File: src/cpis_pkg.sv
// cpis_pkg: shared types and constants for the code point interval set
// op codes, controller states, command and status structs
// no dependencies
`timescale 1ns / 1ps

package cpis_pkg;

  // field widths fixed by the interface
  localparam int CP_W    = 21;
  localparam int BOUND_W = 22;
  localparam int TOTAL_W = 7;

  // highest code point
  localparam logic [CP_W-1:0] CP_MAX = 21'h10FFFF;

  // operation codes, code 3 is unused
  typedef enum logic [1:0] {
    OP_ADD  = 2'd0,
    OP_CMP  = 2'd1,
    OP_DUMP = 2'd2
  } op_t;

  // controller states
  typedef enum logic [2:0] {
    ST_IDLE,
    ST_WALK,
    ST_FINAL,
    ST_RESP,
    ST_SIMPLE,
    ST_DUMP_START,
    ST_DUMP_DATA
  } state_t;

  // controller to datapath
  typedef struct packed {
    logic init_walk;   // latch bounds, clear write count
    logic walk_cmp;    // walk is a complement, not an add
    logic clr_rd;      // clear read index
    logic rd_en;       // read held table at read index
    logic walk_proc;   // process read data as one walk step
    logic final_wr;    // write the closing entry of the walk
    logic commit_resp; // commit if it fits, load op result
    logic load_simple; // load a plain result, table unchanged
    logic dump_load;   // load one dumped range
  } cmd_t;

  // datapath to controller
  typedef struct packed {
    logic rd_valid;    // read data valid this cycle
    logic rd_done;     // read index reached the held count
    logic out_free;    // output register can take a result
    logic outside;     // add request lies outside the code space
    logic empty;       // no ranges held
  } sts_t;

endpackage

File: src/cpis_ctrl.sv
// cpis_ctrl: operation sequencer for the code point interval set
// drives datapath commands from op code and datapath status
// depends on cpis_pkg
`timescale 1ns / 1ps

module cpis_ctrl (
  input  logic            clk,
  input  logic            rst,
  input  logic            in_valid,
  output logic            in_ready,
  input  logic [1:0]      op,
  input  cpis_pkg::sts_t  sts,
  output cpis_pkg::cmd_t  cmd
);

  cpis_pkg::state_t state, state_next;

  // state register
  always_ff @(posedge clk) begin
    if (rst) begin
      state <= cpis_pkg::ST_IDLE;
    end else begin
      state <= state_next;
    end
  end

  // next state and commands
  always_comb begin
    state_next = state;
    cmd        = '0;
    in_ready   = 1'b0;
    case (state)
      cpis_pkg::ST_IDLE: begin
        in_ready = 1'b1;
        if (in_valid) begin
          if ((op == cpis_pkg::OP_ADD && !sts.outside) || op == cpis_pkg::OP_CMP) begin
            cmd.init_walk = 1'b1;
            cmd.walk_cmp  = (op == cpis_pkg::OP_CMP);
            cmd.clr_rd    = 1'b1;
            state_next    = cpis_pkg::ST_WALK;
          end else if (op == cpis_pkg::OP_DUMP && !sts.empty) begin
            cmd.clr_rd = 1'b1;
            state_next = cpis_pkg::ST_DUMP_START;
          end else begin
            state_next = cpis_pkg::ST_SIMPLE;
          end
        end
      end
      // stream held ranges through the merge or complement logic
      cpis_pkg::ST_WALK: begin
        cmd.rd_en     = !sts.rd_done;
        cmd.walk_proc = sts.rd_valid;
        if (sts.rd_done && !sts.rd_valid) begin
          state_next = cpis_pkg::ST_FINAL;
        end
      end
      cpis_pkg::ST_FINAL: begin
        cmd.final_wr = 1'b1;
        state_next   = cpis_pkg::ST_RESP;
      end
      cpis_pkg::ST_RESP: begin
        if (sts.out_free) begin
          cmd.commit_resp = 1'b1;
          state_next      = cpis_pkg::ST_IDLE;
        end
      end
      cpis_pkg::ST_SIMPLE: begin
        if (sts.out_free) begin
          cmd.load_simple = 1'b1;
          state_next      = cpis_pkg::ST_IDLE;
        end
      end
      cpis_pkg::ST_DUMP_START: begin
        cmd.rd_en  = 1'b1;
        state_next = cpis_pkg::ST_DUMP_DATA;
      end
      // one range per cycle while the output drains
      cpis_pkg::ST_DUMP_DATA: begin
        if (sts.out_free) begin
          cmd.dump_load = 1'b1;
          if (sts.rd_done) begin
            state_next = cpis_pkg::ST_IDLE;
          end else begin
            cmd.rd_en = 1'b1;
          end
        end
      end
      default: begin
        state_next = cpis_pkg::ST_IDLE;
      end
    endcase
  end

endmodule

File: config.mk
export PLATFORM = sky130hd
export DESIGN_NAME = cpis_ctrl
export DESIGN_NICKNAME = d
export VERILOG_FILES = /design/src/cpis_pkg.sv /design/src/cpis_ctrl.sv
export SDC_FILE = /design/constraint.sdc
export NUM_CORES = 1
export LEC_CHECK = 0
export ABC_AREA = 1
export BUFFER_PORTS_ARGS = -buffer_cell sky130_fd_sc_hd__buf_4
export CORE_AREA = 3 3 40 42
export DETAILED_ROUTE_END_ITERATION = 8
export DIE_AREA = 0 0 43 45
export GPL_TIMING_DRIVEN = 0
export HOLD_SLACK_MARGIN = 0.06
export PLACE_DENSITY = 0.52
export SLEW_MARGIN = 25
export SYNTH_ARGS = -nofsm -noshare
export SYNTH_HDL_FRONTEND = slang
export SYNTH_SLANG_ARGS = --single-unit
File: constraint.sdc
create_clock -name clk -period 1.3 [get_ports clk]
set_input_delay 0.26 -clock clk [delete_from_list [all_inputs] [get_ports clk]]
set_output_delay 0.26 -clock clk [all_outputs]
set_load 0.01 [all_outputs]
# Word-level counts from Yosys, hierarchy flattened
# Cells that the tools add are included.
[word_totals] ff_bits=3 output_inout_bits=10 inputBits=10
[classes] mux=23 eq_ne=13 reduce_logical=12
[op_table] op="two-way mux 3 bit" n=8
[op_table] op="case mux 3 bit (6 select lines)" n=1
[op_table] op="two-way mux 1 bit" n=12
[op_table] op="equality test 3 bit, second input constant" n=3
[op_table] op="!= test 2 bit, second input constant" n=4
[op_table] op="equality test 3 x 2 -> 1 bit, second input constant" n=2
[op_table] op="AND reduction 5 bit" n=1
[op_table] op="zero test 1 bit" n=4
[op_table] op="equality test 3 x 1 -> 1 bit, second input constant" n=1
[op_table] op="logical AND 1 bit" n=3
[op_table] op="zero test 3 bit" n=1
[op_table] op="case mux 1 bit (3 select lines)" n=1
[op_table] op="equality test 2 x 1 -> 1 bit, second input constant" n=1
[op_table] op="equality test 2 bit, second input constant" n=1
[op_table] op="zero test 2 bit" n=1
[op_table] op="two-way mux 2 bit" n=1
[op_table] op="!= test 2 x 1 -> 1 bit, second input constant" n=1
[op_table] op="OR reduction 2 bit" n=1
[op_table] op="logical OR 1 bit" n=1

# Longest topological paths before layout
# Gate-level depths: netlist of run 1.
[depth] word_depth=6 ltp_mapped=9

# Least setup slack after synthesis of run 1
# Ideal clock, no wire load.
[synth_timing] path_kind="register to output" start="register state[2]" end="output port cmd[7] (netlist name)" required_time_ps=1040 path_buffers=0 slack_ps=-59 stages_incl_launch_ff=6 t_arrival_ps=1099 cell_sequence="dfxtp_1 nor2_1 inv_1 nor2_2 nand2_1 nor3_1"
[synth_lines] item="start: declaration" line="cpis_ctrl.sv:16" text="cpis_pkg::state_t state, state_next;"
[synth_lines] item="start signal: assignment" line="cpis_ctrl.sv:21" text="state <= cpis_pkg::ST_IDLE;"
[synth_lines] item="start signal: assignment" line="cpis_ctrl.sv:23" text="state <= state_next;"
[synth_lines] item="end: declaration" line="cpis_ctrl.sv:13" text="output cpis_pkg::cmd_t cmd"

==> flow_summary.ini, run 1 <==
[outcome]
status = finished with violations
violations = setup timing

[clocking]
cts_buffer_depth = 2
hold_buffers = 0
clk_latency_ns = 0.23
cts.htree.levels = 1
cts_tree = yes
clock-sinks = 3
numCtsBuffers = 3
path_clk_slew_ns = 0.03
root_buffer = clkbuf_4

[critical_path]
cp.arrival_ns = 1.20
r2r_start = state[0]$_SDFFE_PP0P_
cp-startpoint = state[0]$_SDFFE_PP0P_
critPathRequiredTime_ns = 1.04
critical_path_class = flop to output port
r2r-end = state[2]$_SDFFE_PP0P_
reg2reg_depth = 9
cp-start-kind = flop
endpoint_kind = output port
rrSetupSlack_ns = -0.09
crit_path_max_fanout = 3

[sta]
hold_viol = 0
fmax_ghz = 0.685
postLayoutSetupSlackWorst_ns = -0.160
period_share_pct = 112
finalSetupViolations = 10
slew_headroom_pct = 89.5
fin_worst_skew_ns = 0.00249
min_period_ns = 1.46
rsz0062_at_grt = yes
slew_violations = 0
worst_pin_slew_ns = 0.156

[global_route]
grt_pass1_vias = 442
grt_max_degree = 8
grt-ovfl-total = 0
grt_usage_pct = 12.3
grt_pass1_wl_um = 1750
grt_antenna_before_repair = 0

[drt]
vias_per_cell = 4.33
route.detailed.drc = 0
wire_per_inst_um = 10.4
vias = 450
drtPass1Iterations = 2
drtAntennaViolNets = 0
drt-initial-drc-count = 3
wl_um = 1080

[layout]
area_delta_synth_final_pct = 99.6
regMostFlops = state
design_area_um2 = 642
fin_nets = 100
largest_reg_flops = 3
fin_util_pct = 50.0
n_antenna_cell = 0
top_regs = state (3)
layout-drive-gt1-share_pct = 59.6

[placement]
dpl.hpwl_um = 713
place_area_um2 = 492
port_buffers = 19
gp_congestion = 0.751
pre_cts_ws_ns = -0.0843

[run]
max-cap-violations = 0

[pwr]
vdd_ir_drop_max_v = 0.00111
power_density_mw_per_mm2 = 2230
p_total_mw = 1.43
power.leakage_nw = 0.339

[logic_synthesis]
ys_warn_count = 0
synth_top_family_by_area = simple AND/OR/NAND/NOR gates
ys_types = 17
ys.flop_type = dfxtp_1
synth_most_common_cell = nand2_1
synth_top_cells_by_count = nand2_1 (14), inv_1 (9), nand3_1 (6), nor2_1 (6), a21oi_1 (5)
synth_top_cell_area_share_pct = 18.7
syn-cell-area_um2 = 322
synth_mux_area_share_pct = 0
synth_xor_area_share_pct = 0
synthAdderAreaFrac_pct = 0
synth_area_leader_cell = dfxtp_1
ys_ff_latch = 3
synth_cells = 58
avgSynthCellArea_um2 = 5.54
synth_compound_area_share_pct = 11.7
synth-edff-count = 0
synth_simple_gate_area_share_pct = 56.8
ys_seq_area_share_pct = 18.7
synthTopCellsByArea = dfxtp_1 (19%), nand2_1 (16%), inv_1 (11%)
synth_nets = 68
async_flop_share_pct = 0

[floorplan]
io_pins = 20
core_mm2 = 0.00128
die_h_um = 45
initial_core_util_pct = 25.0
rows = 13
die_w_um = 43
dieArea_mm2 = 0.00194

[hold_path]
holdPathStages = 2
min_path_type = primary input to flop
whs_endpoint = state[2]$_SDFFE_PP0P_
hp-start = rst
## area by class of cell
| class | count | area [µm²] |
|---|---|---|
| Fill cell | 137 | 643 |
| Multi-Input combinational cell | 44 | 270 |
| Timing Repair Buffer | 27 | 214 |
| Sequential cell | 3 | 68.8 |
| Inverter | 11 | 43.8 |
| Clock buffer | 4 | 26.3 |
| Tap cell | 15 | 18.8 |
## report_power, final
part | internal, mW | leakage [nW] | switching, mW
combinational | 0.520 | 0.298 | 0.526
clock | 0.115 | 0.0150 | 0.0418
sequential | 0.149 | 0.0264 | 0.0780
total | 0.784 | 0.339 | 0.645
## cell families (layout without fill, tap and decap cells)
kind of cell | count (synthesis) | count (layout)
buffers and inverters | 11 | 42
DFF | 3 | 3
and+or+nand+nor | 37 | 37
AOI/OAI and AO/OA | 7 | 7
## worst max-delay path by stage
stage	slack, ns	depth (start not counted)	end
global route	-0.25	6	cmd[7]
detailed placement	-0.08	6	cmd[7]
CTS	-0.13	6	cmd[5]
global placement	-0.10	6	cmd[7]
finish	-0.16	6	cmd[7]
floorplan	0.004	5	cmd[7]
## stage by stage
step	std cells	TNS (ns)	hold slack, ns
final	104	-0.965	0.196
after global routing	104	-1.91	0.197
after CTS	102	-0.606	0.182
after detailed placement	92	-0.230	0.438
after global placement	92	-0.270	0.439
after floorplan	58	0	0.329
## cell usage in the layout, fill, tap and decap left out, types with 2 or more instances in the layout
cell type	netlist	routed
clkbuf_4	0	3
nor2_1	6	3
buf_6	0	3
nor2_4	0	3
buf_4	0	24
dfxtp_4	0	2
nand2_1	14	13
nand2_2	2	3
a21oi_2	0	3
a21oi_1	5	2
nor2_2	3	3
nand3_1	6	6
inv_1	9	5
inv_2	1	4
## worst max-delay path: stages, from the launching register on
cell and delay [ns]:
dfxtp_2 0.34, nor2_4 0.14, inv_2 0.07, nor2_4 0.12, nand2_2 0.08, nor3_2 0.10, buf_4 0.14
## metal layers
metal	GRT usage, %	share of wire [%]
met1	13.5	41
met3	3.19	6.7
met5	0	0
met2	19.5	48
met4	11.4	3.9
## timing repair
item                                    4_1_cts  5_1_grt
hold endpoints to repair                      0        0
buffers inserted                              6        2
pin swaps                                     4        0
endpoints found under the setup margin       10       13
gates resized for setup                      13       11
(Power assumes the default switching activity.)
==> inputs of run 2 (changes only) <==
--- a/config.mk
+++ b/config.mk
@@ -5,7 +5,6 @@
 export SDC_FILE = /design/constraint.sdc
 export NUM_CORES = 1
 export LEC_CHECK = 0
-export ABC_AREA = 1
 export BUFFER_PORTS_ARGS = -buffer_cell sky130_fd_sc_hd__buf_4
 export CORE_AREA = 3 3 40 42
 export DETAILED_ROUTE_END_ITERATION = 8
==> constraint.sdc (replaced) <==
create_clock -name clk -period 1.3 [get_ports clk]
set_input_delay 0.26 -clock clk [delete_from_list [all_inputs] [get_ports clk]]
set_output_delay 0.26 -clock clk [all_outputs]
set_load 0.05 [all_outputs]
==> run 2 against run 1 <==
  * The run still ends with setup timing left
  * Critical path type unchanged
  * Clock skew rose by 0.0082 ns
  * Setup slack got worse by 0.099 ns
  * Largest cell class unchanged
  * Power fell by 33%
  * Area after synthesis fell by 0.78%
  * Clock power rose by 11%
  * Combinational power fell by 36%
  * Critical endpoint unchanged
  * Sequential power fell by 48%
  * Sequential cell count did not move
==> flow_summary.ini, run 2 <==
[outcome]
status = finished with violations
violations = setup timing

[logic_synthesis]
synthAdderAreaFrac_pct = 0
ys.flop_type = dfxtp_1
ys_warn_count = 0
avgSynthCellArea_um2 = 6.51
ys_ff_latch = 3
synth_top_cells_by_count = nand2_1 (6), inv_1 (5), nor2_1 (4), nor2b_1 (4), nor3_1 (4)
syn-cell-area_um2 = 319
synth_most_common_cell = nand2_1
synth_simple_gate_area_share_pct = 42.0
async_flop_share_pct = 0
synth_nets = 59
synth_compound_area_share_pct = 29.0
synth_mux_area_share_pct = 0
synth-edff-count = 0
synth_top_cell_area_share_pct = 18.8
synth_xor_area_share_pct = 0
synth_area_leader_cell = dfxtp_1
synthTopCellsByArea = dfxtp_1 (19%), nor2b_1 (7.8%), nand2_1 (7.1%)
synth_top_family_by_area = simple AND/OR/NAND/NOR gates
ys_seq_area_share_pct = 18.8
ys_types = 22
synth_cells = 49

[sta]
worst_pin_slew_ns = 0.342
min_period_ns = 1.56
hold_viol = 0
period_share_pct = 120
slew_violations = 0
finalSetupViolations = 12
rsz0062_at_grt = yes
postLayoutSetupSlackWorst_ns = -0.259
slew_headroom_pct = 77.2
fin_worst_skew_ns = 0.0107
fmax_ghz = 0.641
whs_ns = 0.223

[layout]
regMostFlops = state
mostFrequentLayoutCells = buf_4 (17), buf_6 (11), buf_8 (8), nand2_4 (4), inv_1 (4)
seqCellArea_um2 = 65.1
multi_input_area_um2 = 425
mostFrequentLayoutCell = buf_4
largest_reg_flops = 3
top_regs = state (3)
layout-drive-gt1-share_pct = 77.9
n_antenna_cell = 0
fillers = 96
area_delta_synth_final_pct = 191
fin_nets = 97

[clocking]
hold_buffers = 0
clock-sinks = 3
numCtsBuffers = 3
path_clk_slew_ns = 0.04
cts_tree = yes
cts.htree.levels = 1
clk_latency_ns = 0.24
root_buffer = clkbuf_4
cts_buffer_depth = 2

[placement]
gp_congestion = 0.722
pre_cts_ws_ns = -0.183
dpl.hpwl_um = 785
port_buffers = 19

[critical_path]
crit_buf_inv = 2
endpoint_kind = output port
crit_chain = buf_6 -> nor3_4 -> nand2_4 -> nor3_4 -> buf_6
cp-start-kind = flop
crit_path_max_fanout = 5
crit_family = simple AND/OR/NAND/NOR gates
critPathRequiredTime_ns = 1.04
cp_slowest_cell = dfxtp_2
cp.arrival_ns = 1.30
slowest_delay_ns = 0.31
critical_path_class = flop to output port

[drt]
vias_per_cell = 5.42
wire_per_inst_um = 16.4
wl_um = 1660
vias = 547
drt-initial-drc-count = 9
drtAntennaViolNets = 0
drtPass1Iterations = 4
route.detailed.drc = 0

[floorplan]
initial_core_util_pct = 24.8
rows = 13
die_w_um = 43
dieArea_mm2 = 0.00194
die_h_um = 45
io_pins = 20
core_mm2 = 0.00128

[pwr]
switching_share_pct = 43.7
internal_power_mw = 0.541
seqPwrFrac_pct = 12.3
p_sw_mw = 0.421
pwr-share-comb_pct = 69.7
power.leakage_nw = 0.391
power_density_mw_per_mm2 = 1040
pwr-share-clk_pct = 18.0
vdd_ir_drop_max_v = 0.000542

[global_route]
grt_usage_pct = 15.8
grt_max_degree = 9
grt_pass1_vias = 514
grt-ovfl-total = 0
grt_pass1_wl_um = 2270
grt_antenna_before_repair = 0

[hold_path]
min_path_type = primary input to flop

[run]
max-cap-violations = 0
==> run 2: changes by cell type after synthesis, sizes merged, moves of 2 or more <==
cell,before,now
nand2,16,6
nand3,7,0
inv,10,5
nor2,9,4
nor2b,0,4
a21oi,5,3
a31oi,0,2
and3,0,2
buf,0,2
nor3,2,4
nor4b,0,2
==> run 2: kinds of logic after synthesis <==
group	Yosys count
AOI/OAI and AO/OA	13
DFF	3
buffers and inverters	8
and+or+nand+nor	25
==> run 2: layer usage <==
layer	vias up	track usage [%]	wire (µm)
met4	0	6.02	63
li1	251	-	-
met5	-	0	0
met3	8	4.38	115
met1	253	17.5	673
met2	35	28.7	803
==> run 2: worst reg2reg max path, stage by stage (launching register included) <==
cell and delay, ns:
dfxtp_4 0.36, buf_8 0.13, buf_6 0.12, buf_6 0.13, buf_6 0.12, nor4b_2 0.16
a311o_1 0.35
==> run 2: path summary, 6_finish.rpt <==
| path | from | endpoint | slack, ns | cells after the start |
|---|---|---|---|---|
| min | rst | state[1]$_SDFFE_PP0P_ | 0.22 | 2 |
| max | state[1]$_SDFFE_PP0P_ | cmd[7] | -0.26 | 5 |
| min reg2reg | state[1]$_SDFFE_PP0P_ | state[1]$_SDFFE_PP0P_ | 0.74 | 4 |
| max reg2reg | state[0]$_SDFFE_PP0P_ | state[0]$_SDFFE_PP0P_ | -0.19 | 6 |
==> run 2: power by group through the flow <==
stage	Clock, mW	Sequential (mW)	Combinational, mW
2_1_floorplan	0	0.116	0.292
6_report	0.173	0.118	0.671
3_3_place_gp	0	0.119	0.391
3_5_place_dp	0	0.118	0.388
4_1_cts	0.169	0.114	0.579
5_1_grt	0.181	0.119	0.704
==> run 2: repair_timing <==
| action | in CTS | in global routing |
|---|---|---|
| pin swaps | 6 | 13 |
| setup endpoints to repair | 11 | 13 |
| resized for setup | 35 | 20 |
| setup buffers | 12 | 3 |
| gates cloned | 1 | 0 |
==> run 2: layout make-up <==
type                       instances  area share (%)
buffer                             3            4.04
clock buffer                       4            2.83
inverter                           5            2.29
multi-input combinational         38            45.8
sequential                         3            7.01
tap                               15            2.02
timing repair buffer              33            36.0
==> run 2: per-stage QoR <==
stage / setup TNS (ns) / cells / utilization [%] / cell area [µm²] / total power [mW]
CTS: -2.03 / 100 / 65.0 / 836 / 0.863
floorplan: -1.59 / 49 / - / 415 / 0.408
global placement: -0.463 / 83 / 44.9 / 577 / 0.510
global route: -2.72 / 101 / 72.2 / 928 / 1.00
finish: -2.19 / 101 / 72.2 / 928 / 0.962
detailed placement: -0.430 / 83 / 44.9 / 577 / 0.506
